### src/hw/rtl/kpd_pkg.sv
// kpd_pkg: shared constants, types and helpers for the keypad scan unit
// no dependencies
package kpd_pkg;

    localparam int NUM_KEYS   = 13;
    localparam int KEY_IDX_W  = (NUM_KEYS > 1) ? $clog2(NUM_KEYS) : 1;
    localparam int KEY_W      = 4;
    localparam int CNT_W      = 9;
    localparam int NUM_JOY    = 8;
    localparam int NUM_DIGITS = 4;
    localparam int ADDR_W     = 4;
    localparam int DATA_W     = 32;
    localparam int FIFO_DEPTH = 4;
    localparam int FIFO_PTR_W = 2;
    localparam int FIFO_CNT_W = 3;

    localparam logic [CNT_W-1:0] CNT_MAX       = '1;
    localparam logic [CNT_W-1:0] FIRST_DEFAULT = 9'd10;
    localparam logic [CNT_W-1:0] START_DEFAULT = 9'd250;
    localparam logic [CNT_W-1:0] WRAP_DEFAULT  = 9'd351;

    localparam logic [3:0] JOY_CODES [NUM_JOY] = '{
        4'h6, 4'h9, 4'hC, 4'h3, 4'hE, 4'h7, 4'hD, 4'hB
    };

    typedef logic [NUM_KEYS-1:0] kpd_mask_t;
    typedef logic [CNT_W-1:0]    kpd_cnt_t;

    typedef enum logic [1:0] {
        REG_FIRST = 2'd0,
        REG_START = 2'd1,
        REG_WRAP  = 2'd2
    } kpd_reg_t;

    typedef struct packed {
        kpd_cnt_t first;
        kpd_cnt_t start;
        kpd_cnt_t wrap;
    } kpd_cfg_t;

    typedef struct packed {
        logic empty;
        logic full;
    } kpd_fifo_stat_t;

    function automatic logic key_held(input int k, input logic [3:0] joy,
                                      input logic [3:0] nums, input logic five);
        logic held;
        held = 1'b0;
        if (k < NUM_JOY)
            held = (joy == JOY_CODES[k]);
        else if (k < NUM_JOY + NUM_DIGITS)
            held = !nums[2'(k - NUM_JOY)];
        else if (k == NUM_JOY + NUM_DIGITS)
            held = !five;
        return held;
    endfunction

endpackage

### src/hw/rtl/kpd_if.sv
// kpd_if: request channels for scan ticks and key events
// no dependencies
interface kpd_scan_if;
    logic       valid;
    logic       ready;
    logic [3:0] joystick_code;
    logic [3:0] number_row_bits;
    logic       key_five_bit;

    modport source (output valid, output joystick_code, output number_row_bits,
                    output key_five_bit, input ready);
    modport sink   (input valid, input joystick_code, input number_row_bits,
                    input key_five_bit, output ready);
endinterface

interface kpd_evt_if;
    logic       valid;
    logic       ready;
    logic [3:0] key_code;
    logic       last_event;

    modport source (output valid, output key_code, output last_event, input ready);
    modport sink   (input valid, input key_code, input last_event, output ready);
endinterface

### src/hw/rtl/kpd_front.sv
// kpd_front: press counters, per-tick event mask generation
// depends on kpd_pkg, kpd_if
module kpd_front
    import kpd_pkg::*;
(
    input  logic             clk,
    input  logic             rst_n,
    kpd_scan_if.sink         scan,
    input  kpd_cfg_t         cfg,
    input  kpd_fifo_stat_t   fifo_stat,
    output logic             push,
    output kpd_mask_t        push_mask
);

    kpd_cnt_t  cnt_reg  [NUM_KEYS];
    kpd_cnt_t  cnt_next [NUM_KEYS];
    kpd_mask_t mask;
    logic      accept;

    assign scan.ready = !fifo_stat.full;
    assign accept     = scan.valid && scan.ready;

    always_comb
    begin
        kpd_cnt_t c;
        c = '0;
        for (int k = 0; k < NUM_KEYS; k++)
        begin
            if (!key_held(k, scan.joystick_code, scan.number_row_bits, scan.key_five_bit))
            begin
                cnt_next[k] = '0;
                mask[k]     = 1'b0;
            end
            else
            begin
                c = (cnt_reg[k] != CNT_MAX) ? cnt_reg[k] + 1'b1 : cnt_reg[k];
                if (c == cfg.wrap)
                    c = cfg.start;
                cnt_next[k] = c;
                mask[k]     = (c == cfg.first) || (c == cfg.start);
            end
        end
    end

    always_ff @(posedge clk or negedge rst_n)
    begin
        if (!rst_n)
        begin
            for (int k = 0; k < NUM_KEYS; k++)
                cnt_reg[k] <= '0;
        end
        else if (accept)
        begin
            for (int k = 0; k < NUM_KEYS; k++)
                cnt_reg[k] <= cnt_next[k];
        end
    end

    // empty ticks produce no events and skip the queue
    assign push      = accept && (mask != '0);
    assign push_mask = mask;

endmodule

### src/hw/rtl/kpd_fifo.sv
// kpd_fifo: short queue of event masks between front and back
// depends on kpd_pkg
module kpd_fifo
    import kpd_pkg::*;
(
    input  logic           clk,
    input  logic           rst_n,
    input  logic           push,
    input  kpd_mask_t      push_mask,
    input  logic           pop,
    output kpd_mask_t      pop_mask,
    output kpd_fifo_stat_t stat
);

    kpd_mask_t             mem_reg [FIFO_DEPTH];
    logic [FIFO_PTR_W-1:0] wr_ptr_reg;
    logic [FIFO_PTR_W-1:0] rd_ptr_reg;
    logic [FIFO_CNT_W-1:0] count_reg;
    logic [FIFO_CNT_W-1:0] count_next;
    logic                  do_push;
    logic                  do_pop;

    assign stat.empty = (count_reg == '0);
    assign stat.full  = (count_reg == FIFO_CNT_W'(FIFO_DEPTH));
    assign do_push    = push && !stat.full;
    assign do_pop     = pop && !stat.empty;
    assign pop_mask   = mem_reg[rd_ptr_reg];

    always_comb
    begin
        count_next = count_reg;
        if (do_push && !do_pop)
            count_next = count_reg + 1'b1;
        else if (do_pop && !do_push)
            count_next = count_reg - 1'b1;
    end

    always_ff @(posedge clk)
    begin
        if (do_push)
            mem_reg[wr_ptr_reg] <= push_mask;
    end

    always_ff @(posedge clk or negedge rst_n)
    begin
        if (!rst_n)
        begin
            wr_ptr_reg <= '0;
            rd_ptr_reg <= '0;
            count_reg  <= '0;
        end
        else
        begin
            if (do_push)
                wr_ptr_reg <= wr_ptr_reg + 1'b1;
            if (do_pop)
                rd_ptr_reg <= rd_ptr_reg + 1'b1;
            count_reg <= count_next;
        end
    end

endmodule

### src/hw/rtl/kpd_back.sv
// kpd_back: walks one event mask, one key event per cycle in key order while key_evt.ready is high
// depends on kpd_pkg, kpd_if
module kpd_back
    import kpd_pkg::*;
(
    input  logic           clk,
    input  logic           rst_n,
    input  kpd_fifo_stat_t fifo_stat,
    input  kpd_mask_t      pop_mask,
    output logic           pop,
    kpd_evt_if.source      key_evt
);

    kpd_mask_t            cur_reg;
    kpd_mask_t            cur_next;
    kpd_mask_t            rest;
    logic [KEY_IDX_W-1:0] idx;
    logic                 accept;
    logic                 load;

    // lowest set bit wins
    always_comb
    begin
        idx = '0;
        for (int k = NUM_KEYS - 1; k >= 0; k--)
        begin
            if (cur_reg[k])
                idx = KEY_IDX_W'(k);
        end
    end

    assign rest               = cur_reg & (cur_reg - 1'b1);
    assign key_evt.valid      = (cur_reg != '0);
    assign key_evt.key_code   = KEY_W'(idx);
    assign key_evt.last_event = (rest == '0);
    assign accept             = key_evt.valid && key_evt.ready;
    assign load               = !key_evt.valid || (accept && key_evt.last_event);
    assign pop                = load && !fifo_stat.empty;

    always_comb
    begin
        cur_next = cur_reg;
        if (pop)
            cur_next = pop_mask;
        else if (accept)
            cur_next = rest;
    end

    always_ff @(posedge clk or negedge rst_n)
    begin
        if (!rst_n)
            cur_reg <= '0;
        else
            cur_reg <= cur_next;
    end

endmodule

### src/hw/rtl/keypad_scan_debounce_autorepeat_unit.sv
// keypad_scan_debounce_autorepeat_unit: top level, config registers and assertions
// depends on kpd_pkg, kpd_if, kpd_front, kpd_fifo, kpd_back
//
//   channel   dir   handshake      payload
//   scan      in    valid/ready    joystick_code, number_row_bits, key_five_bit
//   key_evt   out   valid/ready    key_code, last_event
//   apb       in    psel/penable   paddr, pwdata, prdata (3 count registers)
//
// a scan tick is taken while the mask queue is not full; all counters update at that edge
// a tick's events pass through the mask queue, then the back end's mask register
// the back end walks one key, so one event, per cycle while key_evt.ready is high
// a four-entry mask queue lets scan ticks keep coming while events stall
// reset clears counters, queue and output; registers return to 10, 250, 351
module keypad_scan_debounce_autorepeat_unit
    import kpd_pkg::*;
(
    input  logic              clk,
    input  logic              rst_n,
    kpd_scan_if.sink          scan,
    kpd_evt_if.source         key_evt,
    input  logic              psel,
    input  logic              penable,
    input  logic              pwrite,
    input  logic [ADDR_W-1:0] paddr,
    input  logic [DATA_W-1:0] pwdata,
    output logic [DATA_W-1:0] prdata,
    output logic              pready
);

    kpd_cfg_t       cfg_reg;
    kpd_fifo_stat_t fifo_stat;
    kpd_mask_t      push_mask;
    kpd_mask_t      pop_mask;
    logic           push;
    logic           pop;
    logic           wr_en;
    kpd_reg_t       reg_sel;

    assign pready  = 1'b1;
    assign wr_en   = psel && penable && pwrite && pready;
    assign reg_sel = kpd_reg_t'(paddr[3:2]);

    always_ff @(posedge clk or negedge rst_n)
    begin
        if (!rst_n)
        begin
            cfg_reg.first <= FIRST_DEFAULT;
            cfg_reg.start <= START_DEFAULT;
            cfg_reg.wrap  <= WRAP_DEFAULT;
        end
        else if (wr_en)
        begin
            case (reg_sel)
                REG_FIRST: cfg_reg.first <= pwdata[CNT_W-1:0];
                REG_START: cfg_reg.start <= pwdata[CNT_W-1:0];
                REG_WRAP:  cfg_reg.wrap  <= pwdata[CNT_W-1:0];
                default:   ;
            endcase
        end
    end

    always_comb
    begin
        case (reg_sel)
            REG_FIRST: prdata = DATA_W'(cfg_reg.first);
            REG_START: prdata = DATA_W'(cfg_reg.start);
            REG_WRAP:  prdata = DATA_W'(cfg_reg.wrap);
            default:   prdata = '0;
        endcase
    end

    kpd_front u_front (
        .clk       (clk),
        .rst_n     (rst_n),
        .scan      (scan),
        .cfg       (cfg_reg),
        .fifo_stat (fifo_stat),
        .push      (push),
        .push_mask (push_mask)
    );

    kpd_fifo u_fifo (
        .clk       (clk),
        .rst_n     (rst_n),
        .push      (push),
        .push_mask (push_mask),
        .pop       (pop),
        .pop_mask  (pop_mask),
        .stat      (fifo_stat)
    );

    kpd_back u_back (
        .clk       (clk),
        .rst_n     (rst_n),
        .fifo_stat (fifo_stat),
        .pop_mask  (pop_mask),
        .pop       (pop),
        .key_evt   (key_evt)
    );

    a_no_overflow: assert property (@(posedge clk) disable iff (!rst_n)
        !(push && fifo_stat.full))
        else $error("mask pushed into full queue");

    a_no_underflow: assert property (@(posedge clk) disable iff (!rst_n)
        !(pop && fifo_stat.empty))
        else $error("mask popped from empty queue");

    a_key_range: assert property (@(posedge clk) disable iff (!rst_n)
        key_evt.valid |-> (key_evt.key_code < KEY_W'(NUM_KEYS)))
        else $error("key code beyond key count");

    a_drain: assert property (@(posedge clk) disable iff (!rst_n)
        (key_evt.valid && key_evt.ready && key_evt.last_event && fifo_stat.empty)
        |=> !key_evt.valid)
        else $error("event shown after last of tick with queue empty");

endmodule
### src/flat_wrapper.sv
// flat-port wrapper written by rule: the top's interface ports become plain ports
module keypad_scan_debounce_autorepeat_unit_flat import kpd_pkg::*;
  (clk, rst_n, psel, penable, pwrite, paddr, pwdata, prdata, pready, scan_valid, scan_joystick_code, scan_number_row_bits, scan_key_five_bit, scan_ready, key_evt_valid, key_evt_key_code, key_evt_last_event, key_evt_ready);
  kpd_scan_if scan_i ();
  kpd_evt_if key_evt_i ();
  input  logic clk;
  input  logic rst_n;
  input  logic psel;
  input  logic penable;
  input  logic pwrite;
  input  logic [ADDR_W-1:0] paddr;
  input  logic [DATA_W-1:0] pwdata;
  output logic [DATA_W-1:0] prdata;
  output logic pready;
  input wire logic [$bits(scan_i.valid)-1:0] scan_valid;
  input wire logic [$bits(scan_i.joystick_code)-1:0] scan_joystick_code;
  input wire logic [$bits(scan_i.number_row_bits)-1:0] scan_number_row_bits;
  input wire logic [$bits(scan_i.key_five_bit)-1:0] scan_key_five_bit;
  output wire logic [$bits(scan_i.ready)-1:0] scan_ready;
  output wire logic [$bits(key_evt_i.valid)-1:0] key_evt_valid;
  output wire logic [$bits(key_evt_i.key_code)-1:0] key_evt_key_code;
  output wire logic [$bits(key_evt_i.last_event)-1:0] key_evt_last_event;
  input wire logic [$bits(key_evt_i.ready)-1:0] key_evt_ready;
  assign scan_i.valid = scan_valid;
  assign scan_i.joystick_code = scan_joystick_code;
  assign scan_i.number_row_bits = scan_number_row_bits;
  assign scan_i.key_five_bit = scan_key_five_bit;
  assign scan_ready = scan_i.ready;
  assign key_evt_valid = key_evt_i.valid;
  assign key_evt_key_code = key_evt_i.key_code;
  assign key_evt_last_event = key_evt_i.last_event;
  assign key_evt_i.ready = key_evt_ready;
  keypad_scan_debounce_autorepeat_unit u_core (.clk(clk), .rst_n(rst_n), .scan(scan_i), .key_evt(key_evt_i), .psel(psel), .penable(penable), .pwrite(pwrite), .paddr(paddr), .pwdata(pwdata), .prdata(prdata), .pready(pready));
endmodule
### config.mk
export PLATFORM = sky130hd
export DESIGN_NAME = keypad_scan_debounce_autorepeat_unit_flat
export DESIGN_NICKNAME = d
export VERILOG_FILES = /design/src/hw/rtl/kpd_pkg.sv /design/src/hw/rtl/kpd_if.sv /design/src/hw/rtl/kpd_front.sv /design/src/hw/rtl/kpd_fifo.sv /design/src/hw/rtl/kpd_back.sv /design/src/hw/rtl/keypad_scan_debounce_autorepeat_unit.sv /design/src/flat_wrapper.sv
export SDC_FILE = /design/constraint.sdc
export NUM_CORES = 1
export LEC_CHECK = 0
export BUFFER_PORTS_ARGS = -buffer_cell sky130_fd_sc_hd__buf_2
export CAP_MARGIN = 20
export CORE_MARGIN = 4
export CORE_UTILIZATION = 50
export DETAILED_ROUTE_END_ITERATION = 8
export PLACE_DENSITY = 0.7
export SLEW_MARGIN = 20
export SYNTH_ARGS = -nofsm -noshare
export SYNTH_HDL_FRONTEND = slang
export SYNTH_HIERARCHICAL = 1
export SYNTH_SLANG_ARGS = --single-unit
### constraint.sdc
create_clock -name clk -period 14.9 [get_ports clk]
set_input_delay 2.98 -clock clk [delete_from_list [all_inputs] [get_ports clk]]
set_output_delay 2.98 -clock clk [all_outputs]
set_load 0.02 [all_outputs]
After elaboration in Yosys (flattened, before gate mapping)
Memory sizes are Yosys's and may differ from the RTL's.
Cells that the tools add are included.

storage, ports and cells
  register bits after elaboration = 164
  latch bits = 0
  memory bits (writable) = 52
  bits in read-only memories = 0
  input port bits = 52
  output and inout bits = 40
  logic and storage cells = 222
  memories kept = 1

memory list
  memory                 words  bits a word  rd ports  clocked after Yosys merged registers in  wr ports  line            source
  u_core.u_fifo.mem_reg  4      13           1         0                                        1         kpd_fifo.sv:15  kpd_mask_t mem_reg [FIFO_DEPTH];

operators by class
  add/sub/neg operators = 18
  multiply operators = 0
  divide/modulo/power cells = 0
  magnitude comparators = 0
  eq/ne operators = 63
  shift operators = 0
  multiplexer cells = 79
  bitwise gates (word level) = 1
  reduce and logical (&&, ||, !) cells = 40

operators by type and width
  operator                                              number
  2-to-1 mux 9 bit                                      48
  equality test 9 bit                                   39
  adder 9 x 1 -> 9 bit (second input constant)          13
  != test 9 bit (second input constant)                 13
  2-to-1 mux 4 bit                                      13
  case mux 9 bit (3 select lines)                       1
  2-to-1 mux 13 bit                                     2
  nonzero test 13 bit                                   2
  equality test 4 bit (second input constant)           5
  logical OR 1 bit                                      14
  bitwise AND 13 bit                                    1
  logical NOT 13 bit                                    1
  2-to-1 mux 1 bit                                      13
  subtractor 13 x 1 -> 13 bit (second input constant)   1
  logical AND 1 bit                                     11
  equality test 4 x 3 -> 1 bit (second input constant)  2
  2-to-1 mux 3 bit                                      2
  AND reduction 2 bit                                   3
  logical NOT 1 bit                                     5
  adder 2 x 1 -> 2 bit (second input constant)          2
  equality test 4 x 2 -> 1 bit (second input constant)  1
  nonzero test 2 bit                                    2
  adder 3 x 1 -> 3 bit (second input constant)          1
  equality test 3 bit (second input constant)           1
  other kinds (5)                                       5

Depth between registers and ports, before layout
  depth after elaboration = 15
  gate-level depth with buffers = 23
  depth with buffers taken out = 19

By module
The synthesis kept the hierarchy.

modules (own cells, without submodules)
  module                                times used  cells an instance  area each (µm²)  seq. area each (µm²)
  kpd_front                             1           2281               16681.0          2927.8
  kpd_fifo                              1           103                2324.7           1736.7
  keypad_scan_debounce_autorepeat_unit  1           117                1461.4           694.4
  kpd_back                              1           114                950.9            325.3

Least setup slack after synthesis
Ideal clock, no wire load.

  kind = input to output
  from = input port paddr[2]
  to = output port prdata[0]
  arrival time = 3791 ps
  required time = 11920 ps
  setup slack = 8129 ps
  stages = 3
  path through = buf_2 mux2i_1 o21ai_0

on the way
  longest elaborated chain between the ends = 2
  elaborated cells between the ends (all ways) = 4
  those cells by class = eq/ne (2); mux (1); reduce/logical (1)

RTL lines
  what                                         line                                        source
  start: declaration                           flat_wrapper.sv:11                          input logic [ADDR_W-1:0] paddr;
  equality test 2 bit (tied with other cells)  keypad_scan_debounce_autorepeat_unit.sv:64  case (reg_sel)
  case mux 9 bit (3 select lines) *            keypad_scan_debounce_autorepeat_unit.sv:64
  end: declaration                             flat_wrapper.sv:13                          output logic [DATA_W-1:0] prdata;

Mark *: on every way between the ends. The rest lies on a longest branch, timed or not.

Worst setup path after layout
Ends and elaborated chain as after synthesis.

==> results.md <==
- The remaining max-slew budget at the tightest pin is 22.1%.
- The fraction of synthesis flops using an asynchronous set or reset pin is 75.9%.
- The first-pass GRT wire length is 117000 microns.
- CTS built an H-tree with a depth of 1.
- The total congestion overflow is 0.
- The number of flip-flops and latches in the synthesized netlist is 216.
- The number of antenna violations at the first check in global routing is 2.
- Clock-pin slew was measured on the worst setup and hold paths at 0.06 ns.
- The number of nets with antenna violations after routing is 0.
- The detailed-route vias per instance is 6.91.
- The number of input and output port buffers inserted is 40.
- For this run, the leading register cell type out of synthesis is dfrtp_1.
- For this configuration, the core starts out at a cell density of 50.8%.
- The post-cts gate resize count is 0.
- The arrival time of the worst setup path is 4.20 ns.
- The register area share after synthesis is 26.5%.
- The die is 215 microns tall.
- The capturing element type of the critical path is a primary output.
- In this run the worst path has a maximum fanout of 13.
- The signed area change from the synthesized netlist to the final layout is 4.49%.
- Derived from the worst setup path, the maximum achievable clock frequency is 139 MHz.
- Adding up every negative setup slack in the final design gives 0 ns.
- Counting distinct cell types in the post-synthesis netlist gives 132.
- In this run the post-CTS setup repair buffer count came out at 0.
- For this block, the via count after detailed routing is 21242.
- The maximum vdd drop is 0.188 mV.
- The final total power is 3200 uW.
- The initialized floorplan defines 75 standard-cell rows.
- The final estimated routing congestion in global placement is 0.990.
- The average size of a mapped cell is 8.19 sq um.
- Setup repair after global routing left no endpoint under its margin.
- The final instance count without filler cells is 3075.
- The minimum clock period is 7.18 ns.
- The wire-length estimate of the detail-placed layout is 50700 microns.
- The number of filler cells placed in the layout is 3960.
- Entering global routing, the biggest net connects 86 pins.
- Yosys attributes the largest share of cell area to dfrtp_1 17%, xnor2_1 9.0%, edfxtp_1 7.3%.
- Yosys printed 6 warnings.
- The element type at the critical path start is an input pin.
- The terminating pin of the worst hold path is u_core/u_fifo/count_reg[2].
- The clock tree from TritonCTS is yes.
- The clock passes through at most 3 buffers.
- The classification of the worst-slack hold path is flip-flop to flip-flop.
- By instance count, the leading cell after synthesis is nand2_1.
- The run finished with clean final reports.
- Summed over all cells, the static leakage comes to 0.00838 uW.
- The fraction of layout instances using a drive strength above 1 is 12.1%.
- The average wire length per cell after detail routing is 25.0 microns.
- The number of failing hold endpoints at the final stage came to 0.
- The die footprint is 46200 sq um.
- The max-cap check violation count is 0.
- The category of the most critical setup path is input pin to primary output.
- The net count of the finished layout is 2582.
- The part of the cycle the worst path needs is 48.2%.
- The startpoint identified for the worst hold timing path is u_core/u_fifo/count_reg[2].
- The summed instance area of the synthesized netlist is 21400 sq um.
- The later pin in the worst-skew pair is clocked with a latency of 0.59 ns.
- The area inside the core boundary is 42100 sq um.
- The library cell with the largest summed area after synthesis is dfrtp_1.
- The origin of the critical flop-to-flop path is u_core/cfg_reg[3].
- The detailed router finished its first iteration with 2943 violations.
- Sorting the synthesized cells by how often they occur yields 299 x nand2_1, 221 x xnor2_1, 204 x o21ai_0.
- The die span in x is 215 microns.
- At the pin with the least slew margin, the transition time is 1.16 ns.
- The wire length reported by the detailed router is 77000 microns.
- In this run the count of I/O pins placed on the die edge is 92.
- The worst register-to-register path has a depth of 19.
- The worst register-to-register path ends at u_core/u_fifo/count_reg[2].
- On the final layout, the worst clock skew is 0.0459 ns.
- The DRC violation count after routing is 0.
- The number of clock sinks seen by CTS is 216.
- The number of iterations in the first detailed-routing pass is 6.
- The instance count along the most critical hold path is 1.
- The number of pins with negative max-slew slack in the final report came to 0.
- Setup slack on the worst reg-to-reg path comes out at 7.80 ns.
- Global routing used 31.6% of the available tracks across all layers.
- The via count of the first global-routing pass came to 19976.
- The power density over the cells is 143 nW/um^2.
- The flip-flop count of the largest register after layout is 117.
- CTS placed an instance of clkbuf_16 at the clock tree root.
- The area share of the largest cell type after synthesis is 17.4%.
- Data on the critical path is required at its endpoint by 11.92 ns.
- The gate count of the mapped netlist is 2615.
- Yosys mapped a number of flops with a built-in enable equal to 52.
- The number of hold buffers added after CTS was 0.
- The number of placed cells counting well taps is 3020.
- The total setup violations reported at the end of the flow is 0.
- In this run, CTS created clock tree buffers numbering 28.
final cells by class:
cell class / instances / area, sq um / area share (%)
antenna: 3 / 7.51 / 0.0335
clock inverter: 16 / 175 / 0.783
sequential: 216 / 5690 / 25.4
inverter: 59 / 221 / 0.990
clock buffer: 36 / 752 / 3.36
multi-input combinational: 2129 / 14400 / 64.3
tap: 539 / 674 / 3.01
timing repair buffer: 77 / 484 / 2.16
metrics by stage:
step / setup slack (ns) / cell area, sq um / hold slack [ns] / util (%)
after floorplan: 8.13 / 21500 / 0.464 / -
after detailed placement: 7.46 / 21400 / 0.499 / 50.9
after CTS: 7.71 / 22400 / 0.511 / 53.1
final: 7.72 / 22400 / 0.502 / 53.1
after global placement: 7.63 / 21400 / 0.486 / 50.9
after global routing: 7.58 / 22400 / 0.542 / 53.1
cell usage in the layout, fill, tap and decap left out, types with 12 or more instances in the layout:
master / netlist / routed
a2111oi_0: 17 / 17
a211oi_1: 29 / 29
a21o_1: 20 / 20
a21oi_1: 132 / 132
a31oi_1: 30 / 30
and2_1: 25 / 25
and3_1: 37 / 37
and4_1: 32 / 32
buf_2: 59 / 39
buf_4: 31 / 37
clkbuf_16: 0 / 29
conb_1: 2 / 24
dfrtp_1: 149 / 148
dfstp_2: 15 / 15
edfxtp_1: 52 / 52
ha_1: 18 / 18
inv_1: 54 / 54
mux2_2: 42 / 42
mux2i_1: 62 / 62
mux4_2: 15 / 15
nand2_1: 299 / 298
nand2b_1: 27 / 27
nand3_1: 104 / 104
nand4_1: 68 / 68
nor2_1: 153 / 153
nor2b_1: 19 / 18
nor3_1: 66 / 65
nor4_1: 30 / 30
o2111ai_1: 12 / 12
o211ai_1: 26 / 26
o21ai_0: 204 / 204
o22ai_1: 25 / 25
o31ai_1: 14 / 14
or2_2: 21 / 21
or3_1: 20 / 20
or4_1: 13 / 13
xnor2_1: 221 / 221
xor2_1: 44 / 44
cell families (layout without fill, tap and decap cells):
logic type / Yosys count / in the layout / synth area share (%)
adders and majority gates: 19 / 19 / 1.15
other: 2 / 27 / 0.0351
and+or+nand+nor: 988 / 988 / 24.2
DFF: 216 / 216 / 26.5
buffers and inverters: 292 / 188 / 6.87
xor gates and xnor gates: 272 / 272 / 11.6
AOI/OAI and AO/OA: 693 / 693 / 21.9
muxes: 133 / 133 / 7.71
worst max-delay path: stages:
cell	delay (ns)
buf_2	0.22
nor2b_1	0.57
nand2_1	0.11
o21ai_0	0.12
buf_2	0.20
power breakdown:
| group | switching (uW) | internal [uW] |
|---|---|---|
| clock network | 283 | 409 |
| registers | 208 | 704 |
| logic | 994 | 603 |
| total | 1480 | 1720 |
metal layers:
| layer | routed length (microns) | GRT usage [%] | vias up |
|---|---|---|---|
| li1 | - | - | 9404 |
| met1 | 30000 | 42.1 | 10135 |
| met2 | 33000 | 48.5 | 1349 |
| met3 | 8910 | 6.54 | 354 |
| met4 | 5020 | 16.9 | 0 |
| met5 | 0 | 0 | - |
worst max-delay path by stage:
stage                               start                         end  cells after the start
global route                     paddr[2]                   prdata[3]                      5
detailed placement  scan_joystick_code[0]  u_core/u_fifo/count_reg[2]                     16
global placement    scan_joystick_code[0]  u_core/u_fifo/count_reg[2]                     16
CTS                              paddr[2]                   prdata[0]                      5
finish                           paddr[2]                   prdata[0]                      5
floorplan                        paddr[2]                   prdata[0]                      3
Note: power is estimated with default switching activity, not from simulation.
